### config.mk
export PLATFORM = sky130hd
export DESIGN_NAME = inductive_loop_direction_detector_core
export DESIGN_NICKNAME = d
export VERILOG_FILES = /design/src/sv/ildd_pkg.sv /design/src/sv/ildd_lane.sv /design/src/sv/ildd_dir.sv /design/src/sv/inductive_loop_direction_detector_core.sv
export SDC_FILE = /design/constraint.sdc
export NUM_CORES = 2
export LEC_CHECK = 0
export BUFFER_PORTS_ARGS = -buffer_cell sky130_fd_sc_hd__buf_2
export CORE_ASPECT_RATIO = 0.5
export CORE_MARGIN = 2
export CORE_UTILIZATION = 40
export DETAILED_ROUTE_END_ITERATION = 16
export GPL_ROUTABILITY_DRIVEN = 0
export SETUP_SLACK_MARGIN = 0.4
export SYNTH_ARGS = -nofsm -noshare
export SYNTH_HDL_FRONTEND = slang
export SYNTH_SLANG_ARGS = --single-unit
### constraint.sdc
create_clock -name aclk -period 11.1 [get_ports aclk]
set_input_delay 1.11 -clock aclk [delete_from_list [all_inputs] [get_ports aclk]]
set_output_delay 1.11 -clock aclk [all_outputs]
set_load 0.05 [all_outputs]
### src/sv/ildd_pkg.sv
// Shared constants, types and helpers for the loop direction detector.
package ildd_pkg;

    localparam int WINDOWS   = 3;
    localparam int SLOT_W    = (WINDOWS > 1) ? $clog2(WINDOWS) : 1;
    localparam int TUNE_W    = $clog2(WINDOWS + 1);
    localparam int FREQ_W    = 20;
    localparam int CNT_W     = 15;
    localparam int WIN_W     = 24;
    localparam int TIME_W    = 48;
    localparam int THR_W     = 16;
    localparam int NET_W     = 32;
    // count * 1e6 fits in 35 bits
    localparam int NUM_W     = 35;
    localparam int DIV_CYC   = NUM_W;
    localparam int DIVCNT_W  = $clog2(DIV_CYC + 1);
    localparam int SUM_W     = FREQ_W + $clog2(WINDOWS + 1) + 1;
    localparam int CMP_W     = SUM_W + THR_W + 1;
    localparam logic [FREQ_W-1:0] FREQ_MAX = '1;
    localparam logic [NUM_W-1:0]  SCALE_HZ = NUM_W'(1000000);

    localparam int CFG_W = 24;
    localparam logic [1:0] REG_THRESHOLD = 2'd0;
    localparam logic [1:0] REG_STALE     = 2'd1;
    localparam logic [1:0] REG_HOLDOFF   = 2'd2;
    localparam logic [1:0] REG_A_ENTRY   = 2'd3;

    typedef enum logic [1:0] {
        LOOP_A    = 2'd0,
        LOOP_B    = 2'd1,
        LOOP_NONE = 2'd2
    } loop_t;

    typedef enum logic [1:0] {
        DIR_NONE = 2'd0,
        DIR_AB   = 2'd1,
        DIR_BA   = 2'd2
    } dir_t;

    typedef enum logic [1:0] {
        ST_IDLE,
        ST_DIV,
        ST_EVAL,
        ST_OUT
    } state_t;

    // lane result handed to the merging stage
    typedef struct packed {
        logic [FREQ_W-1:0] freq;
        logic              hit;
    } lane_res_t;

endpackage

### src/sv/ildd_lane.sv
// One loop lane: serial frequency divider, tuning ring and deviation test.
module ildd_lane (
    input  logic                          aclk,
    input  logic                          aresetn,
    input  logic                          start,
    input  logic                          eval,
    input  logic                          tuning_item,
    input  logic                          tune_last,
    input  logic [ildd_pkg::TUNE_W-1:0]   tune_idx,
    input  logic [ildd_pkg::SLOT_W-1:0]   slot,
    input  logic [ildd_pkg::CNT_W-1:0]    count,
    input  logic [ildd_pkg::WIN_W-1:0]    window_us,
    input  logic [ildd_pkg::THR_W-1:0]    threshold,
    output logic                          done,
    output ildd_pkg::lane_res_t           res
);
    logic [ildd_pkg::NUM_W-1:0]    quo_reg, quo_next;
    logic [ildd_pkg::WIN_W:0]      rem_reg, rem_next;
    logic [ildd_pkg::WIN_W-1:0]    div_reg;
    logic [ildd_pkg::DIVCNT_W-1:0] cnt_reg;
    logic                          busy_reg;
    logic [ildd_pkg::FREQ_W-1:0]   ring_reg [ildd_pkg::WINDOWS];
    logic [ildd_pkg::FREQ_W-1:0]   freq;
    logic [ildd_pkg::SUM_W-1:0]    sum;
    logic [ildd_pkg::CMP_W-1:0]    lhs, rhs;
    logic [ildd_pkg::WIN_W:0]      trial;

    // restoring divider, one quotient bit per cycle
    always_comb begin
        rem_next = {rem_reg[ildd_pkg::WIN_W-1:0], quo_reg[ildd_pkg::NUM_W-1]};
        quo_next = {quo_reg[ildd_pkg::NUM_W-2:0], 1'b0};
        trial    = rem_next - {1'b0, div_reg};
        if (rem_next >= {1'b0, div_reg}) begin
            rem_next    = trial;
            quo_next[0] = 1'b1;
        end
    end

    always_ff @(posedge aclk) begin
        if (!aresetn) begin
            busy_reg <= 1'b0;
            cnt_reg  <= '0;
        end else if (start) begin
            busy_reg <= 1'b1;
            cnt_reg  <= '0;
            quo_reg  <= ildd_pkg::NUM_W'(count) * ildd_pkg::SCALE_HZ;
            rem_reg  <= '0;
            div_reg  <= window_us;
        end else if (busy_reg) begin
            quo_reg <= quo_next;
            rem_reg <= rem_next;
            cnt_reg <= cnt_reg + 1'b1;
            if (cnt_reg == ildd_pkg::DIVCNT_W'(ildd_pkg::DIV_CYC - 1)) begin
                busy_reg <= 1'b0;
            end
        end
    end

    assign done = !busy_reg;

    always_comb begin
        if (div_reg == '0 || quo_reg > ildd_pkg::NUM_W'(ildd_pkg::FREQ_MAX)) begin
            freq = ildd_pkg::FREQ_MAX;
        end else begin
            freq = quo_reg[ildd_pkg::FREQ_W-1:0];
        end
        sum = '0;
        for (int i = 0; i < ildd_pkg::WINDOWS; i++) begin
            sum = sum + ildd_pkg::SUM_W'(ring_reg[i]);
        end
        lhs = ildd_pkg::CMP_W'(freq) * ildd_pkg::CMP_W'(ildd_pkg::WINDOWS);
        rhs = ildd_pkg::CMP_W'(sum)
            + ildd_pkg::CMP_W'(threshold) * ildd_pkg::CMP_W'(ildd_pkg::WINDOWS);
    end

    always_ff @(posedge aclk) begin
        if (!aresetn) begin
            for (int i = 0; i < ildd_pkg::WINDOWS; i++) begin
                ring_reg[i] <= '0;
            end
            res.hit <= 1'b0;
        end else if (eval) begin
            res.freq <= freq;
            if (tuning_item) begin
                res.hit <= 1'b0;
                for (int i = 0; i < ildd_pkg::WINDOWS; i++) begin
                    if (ildd_pkg::TUNE_W'(i) == tune_idx) begin
                        ring_reg[i] <= freq;
                    end
                end
                // last tuning value also lands in slot 0
                if (tune_last) begin
                    ring_reg[0] <= freq;
                end
            end else begin
                res.hit <= lhs > rhs;
                for (int i = 0; i < ildd_pkg::WINDOWS; i++) begin
                    if (ildd_pkg::SLOT_W'(i) == slot) begin
                        ring_reg[i] <= freq;
                    end
                end
            end
        end
    end

    busy_no_start: assert property (@(posedge aclk) disable iff (!aresetn)
        busy_reg |-> !start) else $error("lane restarted while dividing");
    cnt_bound: assert property (@(posedge aclk) disable iff (!aresetn)
        cnt_reg <= ildd_pkg::DIVCNT_W'(ildd_pkg::DIV_CYC))
        else $error("divider count out of range");
    start_busy: assert property (@(posedge aclk) disable iff (!aresetn)
        start |=> busy_reg) else $error("divider did not start");

endmodule

### src/sv/ildd_dir.sv
// Direction logic: pairs loop events into passes and keeps the net count.
module ildd_dir (
    input  logic                         aclk,
    input  logic                         aresetn,
    input  logic                         step,
    input  logic                         hit_a,
    input  logic                         hit_b,
    input  logic [ildd_pkg::TIME_W-1:0]  now_us,
    input  logic [ildd_pkg::WIN_W-1:0]   stale_us,
    input  logic [ildd_pkg::WIN_W-1:0]   holdoff_us,
    input  logic                         a_entry,
    output ildd_pkg::dir_t               dir,
    output logic [ildd_pkg::NET_W-1:0]   net
);
    ildd_pkg::loop_t              last_loop_reg, last_loop_next;
    logic [ildd_pkg::TIME_W-1:0]  last_evt_reg, last_evt_next;
    logic [ildd_pkg::TIME_W-1:0]  last_chg_reg, last_chg_next;
    logic [ildd_pkg::NET_W-1:0]   net_reg, net_next;
    ildd_pkg::dir_t               dir_next;
    logic [ildd_pkg::TIME_W-1:0]  gap, since;
    ildd_pkg::loop_t              lp;
    logic                         ok;

    // evaluates A then B in one combinational pass (two dependent steps)
    always_comb begin
        last_loop_next = last_loop_reg;
        last_evt_next  = last_evt_reg;
        last_chg_next  = last_chg_reg;
        net_next       = net_reg;
        dir_next       = ildd_pkg::DIR_NONE;
        gap            = '0;
        since          = '0;
        ok             = 1'b0;
        lp             = ildd_pkg::LOOP_A;
        for (int k = 0; k < 2; k++) begin
            if (k == 0) begin
                lp = ildd_pkg::LOOP_A;
            end else begin
                lp = ildd_pkg::LOOP_B;
            end
            if ((k == 0) ? hit_a : hit_b) begin
                gap   = now_us - last_evt_next;
                since = now_us - last_chg_next;
                ok    = since > ildd_pkg::TIME_W'(holdoff_us);
                if (lp != last_loop_next && gap < ildd_pkg::TIME_W'(stale_us)) begin
                    if (ok && last_loop_next == ildd_pkg::LOOP_A
                        && lp == ildd_pkg::LOOP_B) begin
                        net_next       = a_entry ? net_next + 1'b1 : net_next - 1'b1;
                        dir_next       = ildd_pkg::DIR_AB;
                        last_chg_next  = now_us;
                        last_evt_next  = now_us;
                    end else if (ok && last_loop_next == ildd_pkg::LOOP_B
                        && lp == ildd_pkg::LOOP_A) begin
                        net_next       = a_entry ? net_next - 1'b1 : net_next + 1'b1;
                        dir_next       = ildd_pkg::DIR_BA;
                        last_chg_next  = now_us;
                        last_evt_next  = now_us;
                    end
                end else begin
                    last_evt_next = now_us;
                end
                last_loop_next = lp;
            end
        end
    end

    always_ff @(posedge aclk) begin
        if (!aresetn) begin
            last_loop_reg <= ildd_pkg::LOOP_NONE;
            last_evt_reg  <= '0;
            last_chg_reg  <= '0;
            net_reg       <= '0;
            dir           <= ildd_pkg::DIR_NONE;
        end else if (step) begin
            last_loop_reg <= last_loop_next;
            last_evt_reg  <= last_evt_next;
            last_chg_reg  <= last_chg_next;
            net_reg       <= net_next;
            dir           <= dir_next;
        end
    end

    assign net = net_reg;

    net_moves_with_dir: assert property (@(posedge aclk) disable iff (!aresetn)
        $past(step) && $past(dir_next) == ildd_pkg::DIR_NONE |-> $stable(net_reg))
        else $error("net count changed without a pass");
    no_hit_no_change: assert property (@(posedge aclk) disable iff (!aresetn)
        step && !hit_a && !hit_b |=> $stable(last_loop_reg) && $stable(net_reg))
        else $error("state changed without an event");
    pass_sets_change: assert property (@(posedge aclk) disable iff (!aresetn)
        step && dir_next != ildd_pkg::DIR_NONE |=> last_chg_reg == last_evt_reg)
        else $error("pass did not stamp change time");

endmodule

### src/sv/inductive_loop_direction_detector_core.sv
// Top level of the two-loop vehicle direction detector.
// Each item is one sample window for loops A and B. Two lanes each run a
// 35-step restoring divider (count * 1e6 / window_us, saturated to 20 bits).
// The result passes the divider, then the ring/threshold step (ST_DIV to
// ST_EVAL) and the direction step (ST_EVAL to ST_OUT); m_valid comes
// straight from the state register. The block takes one item at a time; the
// next item can be accepted in the cycle after the result is taken. The first
// WINDOWS items only fill the rings and report tuning. Configuration writes
// take effect at once and are meant to happen while no item is in flight.
module inductive_loop_direction_detector_core (
    input  logic                         aclk,
    input  logic                         aresetn,
    // configuration
    input  logic                         cfg_we,
    input  logic [1:0]                   cfg_index,
    input  logic [ildd_pkg::CFG_W-1:0]   cfg_data,
    // input item channel
    input  logic                         s_valid,
    output logic                         s_ready,
    input  logic [ildd_pkg::CNT_W-1:0]   s_count_a,
    input  logic [ildd_pkg::CNT_W-1:0]   s_count_b,
    input  logic [ildd_pkg::WIN_W-1:0]   s_window_a_us,
    input  logic [ildd_pkg::WIN_W-1:0]   s_window_b_us,
    input  logic [ildd_pkg::TIME_W-1:0]  s_now_us,
    // result item channel
    output logic                         m_valid,
    input  logic                         m_ready,
    output logic [ildd_pkg::FREQ_W-1:0]  m_freq_a_hz,
    output logic [ildd_pkg::FREQ_W-1:0]  m_freq_b_hz,
    output logic                         m_hit_a,
    output logic                         m_hit_b,
    output logic [1:0]                   m_direction,
    output logic signed [ildd_pkg::NET_W-1:0] m_delta_count,
    output logic                         m_tuning
);
    // config registers
    logic [ildd_pkg::THR_W-1:0]  thr_reg;
    logic [ildd_pkg::WIN_W-1:0]  stale_reg;
    logic [ildd_pkg::WIN_W-1:0]  hold_reg;
    logic                        a_entry_reg;

    always_ff @(posedge aclk) begin
        if (!aresetn) begin
            thr_reg     <= ildd_pkg::THR_W'(150);
            stale_reg   <= ildd_pkg::WIN_W'(2000000);
            hold_reg    <= ildd_pkg::WIN_W'(250000);
            a_entry_reg <= 1'b1;
        end else if (cfg_we) begin
            unique case (cfg_index)
                ildd_pkg::REG_THRESHOLD: thr_reg   <= cfg_data[ildd_pkg::THR_W-1:0];
                ildd_pkg::REG_STALE:     stale_reg <= cfg_data;
                ildd_pkg::REG_HOLDOFF:   hold_reg  <= cfg_data;
                ildd_pkg::REG_A_ENTRY:   a_entry_reg <= cfg_data[0];
                default: ;
            endcase
        end
    end

    ildd_pkg::state_t state_reg, state_next;
    logic [ildd_pkg::TIME_W-1:0] now_reg;
    logic [ildd_pkg::TUNE_W-1:0] tune_reg;
    logic [ildd_pkg::SLOT_W-1:0] slot_reg;
    logic                        tuning_item;
    logic                        tune_last;
    logic                        start, eval, dir_step, done_a, done_b;
    ildd_pkg::lane_res_t         res_a, res_b;
    ildd_pkg::dir_t              dir;
    logic [ildd_pkg::NET_W-1:0]  net;
    logic                        tuned_reg;

    assign tuning_item = tune_reg < ildd_pkg::TUNE_W'(ildd_pkg::WINDOWS);
    assign tune_last   = tune_reg == ildd_pkg::TUNE_W'(ildd_pkg::WINDOWS - 1);

    always_comb begin
        state_next = state_reg;
        start      = 1'b0;
        eval       = 1'b0;
        dir_step   = 1'b0;
        s_ready    = 1'b0;
        m_valid    = 1'b0;
        unique case (state_reg)
            ildd_pkg::ST_IDLE: begin
                s_ready = 1'b1;
                if (s_valid) begin
                    start      = 1'b1;
                    state_next = ildd_pkg::ST_DIV;
                end
            end
            ildd_pkg::ST_DIV: begin
                // the lanes already report busy on entry to ST_DIV
                if (done_a && done_b) begin
                    eval       = 1'b1;
                    state_next = ildd_pkg::ST_EVAL;
                end
            end
            ildd_pkg::ST_EVAL: begin
                dir_step   = !tuned_reg;
                state_next = ildd_pkg::ST_OUT;
            end
            ildd_pkg::ST_OUT: begin
                m_valid = 1'b1;
                if (m_ready) begin
                    state_next = ildd_pkg::ST_IDLE;
                end
            end
            default: state_next = ildd_pkg::ST_IDLE;
        endcase
    end

    always_ff @(posedge aclk) begin
        if (!aresetn) begin
            state_reg <= ildd_pkg::ST_IDLE;
            tune_reg  <= '0;
            slot_reg  <= '0;
            tuned_reg <= 1'b0;
        end else begin
            state_reg <= state_next;
            if (eval) begin
                tuned_reg <= tuning_item;
                if (tuning_item) begin
                    tune_reg <= tune_reg + 1'b1;
                    slot_reg <= '0;
                end else if (slot_reg == ildd_pkg::SLOT_W'(ildd_pkg::WINDOWS - 1)) begin
                    slot_reg <= '0;
                end else begin
                    slot_reg <= slot_reg + 1'b1;
                end
            end
        end
    end

    always_ff @(posedge aclk) begin
        if (start) begin
            now_reg <= s_now_us;
        end
    end

    ildd_lane u_lane_a (
        .aclk(aclk), .aresetn(aresetn), .start(start), .eval(eval),
        .tuning_item(tuning_item), .tune_last(tune_last), .tune_idx(tune_reg),
        .slot(slot_reg), .count(s_count_a), .window_us(s_window_a_us),
        .threshold(thr_reg), .done(done_a), .res(res_a)
    );

    ildd_lane u_lane_b (
        .aclk(aclk), .aresetn(aresetn), .start(start), .eval(eval),
        .tuning_item(tuning_item), .tune_last(tune_last), .tune_idx(tune_reg),
        .slot(slot_reg), .count(s_count_b), .window_us(s_window_b_us),
        .threshold(thr_reg), .done(done_b), .res(res_b)
    );

    // merging stage: both lanes' hits drive the shared direction logic
    ildd_dir u_dir (
        .aclk(aclk), .aresetn(aresetn), .step(dir_step),
        .hit_a(res_a.hit), .hit_b(res_b.hit), .now_us(now_reg),
        .stale_us(stale_reg), .holdoff_us(hold_reg), .a_entry(a_entry_reg),
        .dir(dir), .net(net)
    );

    // result fields are stable through ST_OUT; dir is only fresh after a step
    logic dir_fresh_reg;
    always_ff @(posedge aclk) begin
        if (!aresetn) begin
            dir_fresh_reg <= 1'b0;
        end else if (state_reg == ildd_pkg::ST_EVAL) begin
            dir_fresh_reg <= dir_step;
        end
    end

    assign m_freq_a_hz   = res_a.freq;
    assign m_freq_b_hz   = res_b.freq;
    assign m_hit_a       = res_a.hit;
    assign m_hit_b       = res_b.hit;
    assign m_direction   = dir_fresh_reg ? dir : ildd_pkg::DIR_NONE;
    assign m_delta_count = net;
    assign m_tuning      = tuned_reg;

    tuning_no_hit: assert property (@(posedge aclk) disable iff (!aresetn)
        m_valid && m_tuning |-> !m_hit_a && !m_hit_b)
        else $error("hit reported while tuning");
    one_at_a_time: assert property (@(posedge aclk) disable iff (!aresetn)
        s_ready |-> !m_valid) else $error("input taken with a result pending");
    slot_range: assert property (@(posedge aclk) disable iff (!aresetn)
        slot_reg <= ildd_pkg::SLOT_W'(ildd_pkg::WINDOWS - 1))
        else $error("ring slot out of range");

endmodule

==> impl_metrics.yaml <==
synthesis:
  yosysWarnings: 0
  synth_nets: 7533
  yosysSeqAreaShare: 0.280
  ys_ff_latch: 595
  synth_mux_area_frac: 0.0360
  async_flop_share: 0
  postSynthCellCount: 6436
  synth_cell_types: 89
  synth_edf_count: 374
  synthSimpleGateAreaFrac: 0.154
  synthFlopType: "edfxtp_1"
  avgSynthCellArea_um2: 8.69
  synth-xor-area-share: 0.0644
  synth_compound_area_frac: 0.190
  synth_adder_area_share: 0.226
  synth_area_mm2: 0.0559
  synth_top_family_by_area: "adder cells"
run:
  maxCapViolCount: 0
die:
  dieArea_mm2: 0.143
  num_io_pins: 236
  rows: 96
  die_w_um: 533
  die_h_um: 268
  core_area_mm2: 0.138
  start_util: 0.405
clock_network:
  cts_sinks: 595
  cts_hold_buf: 0
  cts_buffers: 66
  cts_htree_levels: 3
  ctsLongestPathBuffers: 3
  cts_root_buffer: "clkbuf_16"
  clk_pin_slew_ns: 0.07
  insertion_delay_ns: 0.68
  cts_tree: "yes"
drt:
  drc: 0
  drt_wl_total_mm: 168
  drtPass1Iterations: 6
  vias: 48800
  drt-initial-drc-count: 3313
  vias_per_cell: 5.45
  wire_per_inst_um: 18.7
  route.antenna.remaining_nets: 0
sta:
  whs_ns: 0.454
  final_max_slew_viol_count: 0
  finalCritPeriodShare: 1.00
  rsz0062_at_grt: "yes"
  worst_slack_ns: -0.00548
  worst_pin_slew_ns: 1.15
  clock-skew-final_ns: 0.0382
  layout_min_cycle_time_ns: 11.11
  slew_headroom: 0.229
  hold_viol: 0
  finalSetupViolCount: 1
  max_freq_mhz: 90.0
power_and_ir_drop:
  leakage_nw: 28.2
  peakVddDrop_mv: 0.157
  p_total_mw: 15.7
  powerDensity_mw_per_mm2: 238
grt:
  antenna_found_initial: 7
  grt_pass1_vias: 47200
  grt_pass1_wl_mm: 261
  grt_usage: 0.230
  grt_overflow_total: 0
  grt_max_degree: 83
critical_path:
  crit_path_end_kind: "register"
  max_stage_delay_ns: 0.43
  cp.arrival_ns: 11.70
  startpoint_type: "register"
  crit_slowest_cell: "or3b_4"
  critPathKind: "reg2reg"
  cp_top_family: "simple AND/OR/NAND/NOR gates"
  worstPathMaxFanout: 49
  crit_buf_inv: 11
  crit_top_cell: "buf_4"
  required_ns: 11.69
placed_design:
  dp_hpwl_mm: 131
  port_buffers: 235
cells_and_area:
  antennaDiodeCount: 0
  num-nets-final: 8141
  drive_gt1_frac: 0.151
  syn_to_final_growth_pct: 17.8
outcome:
  status: "finished with violations"
  violations: "negative setup slack"
min_path:
  hold_class: "reg2reg"
## timing repair
| item | in CTS | in global routing |
|---|---|---|
| cloned | 5 | 2 |
| pin swaps | 76 | 129 |
| buffers inserted | 33 | 22 |
| gates resized for setup | 83 | 152 |
| endpoints found under the setup margin | 130 | 130 |
## layout by cell type, fill, tap and decap left out, drive strengths merged, types with 100 or more instances in the layout
cell type  instances
a21o             176
a21oi            565
buf              725
dfxtp            221
edfxtp           374
fa               117
ha               823
inv              551
mux2i            172
nand2            666
nand3            100
nor2             561
o21ai            360
o21bai           118
xnor2            279
xor2             132
## power breakdown
part	internal [mW]	total [mW]	switching (mW)
Sequential	2.91	3.20	0.285
Clock	1.26	2.30	1.03
Combinational	4.48	10.2	5.71
Total	8.65	15.7	7.03
## through the flow
step | instances | setup WS (ns) | TNS [ns] | utilization | area (µm²)
floorplan | 6436 | 0.365 | 0 | - | 55900
global placement | 8776 | -0.362 | -20.43 | 0.451 | 62200
detailed placement | 8776 | -0.522 | -39.08 | 0.451 | 62200
CTS | 8935 | -0.0311 | -0.0345 | 0.472 | 65000
global route | 8959 | -0.658 | -65.04 | 0.478 | 65900
finish | 8959 | -0.00548 | -0.00548 | 0.478 | 65900
## synth_stat cells (11+ instances only)
cell	n	area (µm²)
xor2_1	132	1160
nand2_1	666	2500
a211o_1	19	166
nand2b_1	57	357
o21ai_1	16	80.1
o21ai_0	343	1720
mux2_2	26	293
dfxtp_1	221	4420
and4_1	13	114
o21bai_1	118	886
nand4_1	92	576
edfxtp_1	374	11200
a2111oi_0	11	96.3
nor2_1	561	2110
a21boi_0	32	240
a31oi_1	41	257
o31a_1	15	131
clkbuf_1	158	593
and3_1	37	231
o2111ai_1	17	149
a21oi_1	564	2820
or3_1	33	206
nor2b_1	67	419
a31o_2	13	114
or4_1	13	97.6
nand3_1	100	500
xnor2_1	279	2440
ha_1	823	10300
inv_1	544	2040
nor4_1	43	269
mux2i_1	172	1720
or2_2	19	119
o211ai_1	41	308
buf_2	19	95.1
nand3b_1	12	90.1
o21a_1	80	601
fa_1	117	2340
a211oi_1	48	360
and2_1	36	225
a221oi_1	12	105
a21o_1	176	1320
o31ai_1	20	150
nor3_1	84	420
## area by class of cell
class | count | area, µm²
clock buffer | 91 | 1850
clock inverter | 30 | 315
fill | 13500 | 72000
inverter | 544 | 2050
multi-input combinational | 5110 | 38400
sequential | 595 | 15700
tap | 1862 | 2330
timing repair buffer | 727 | 5260
## path summary, 6_finish.rpt
path	startpoint	to	slack, ns	cells after the start
max	now_reg[0]$_DFFE_PP_	u_dir.last_chg_reg[3]$_SDFFE_PN0P_	-0.005	57
max reg2reg	now_reg[0]$_DFFE_PP_	u_dir.last_chg_reg[3]$_SDFFE_PN0P_	-0.005	57
min reg2reg	hold_reg[9]$_SDFFE_PN0P_	hold_reg[9]$_SDFFE_PN0P_	0.45	2
min	hold_reg[9]$_SDFFE_PN0P_	hold_reg[9]$_SDFFE_PN0P_	0.45	2
## worst min-delay path, cell delays in order, from the launching register on
cell and delay [ns]:
dfxtp_1 0.31, nand2_1 0.05, a21oi_1 0.05
## metal layers
| metal | wire, µm | up-vias | part of all wire | global-route usage |
|---|---|---|---|---|
| met5 | 73 | - | 0.00044 | 0 |
| met1 | 77200 | 23100 | 0.46 | 0.305 |
| met3 | 8170 | 270 | 0.049 | 0.0292 |
| li1 | - | 24300 | - | - |
| met2 | 76400 | 1111 | 0.46 | 0.388 |
| met4 | 5890 | 12 | 0.035 | 0.0741 |
## cell families (layout without fill, tap and decap cells)
kind of cell               after synthesis  in the layout
muxes                                  198            198
xor gates and xnor gates               411            411
DFF                                    595            595
AOI/OAI and AO/OA                     1682           1682
buffers and inverters                  731           1392
and+or+nand+nor                       1879           1879
adders and majority gates              940            940
(Power assumes the default switching activity.)
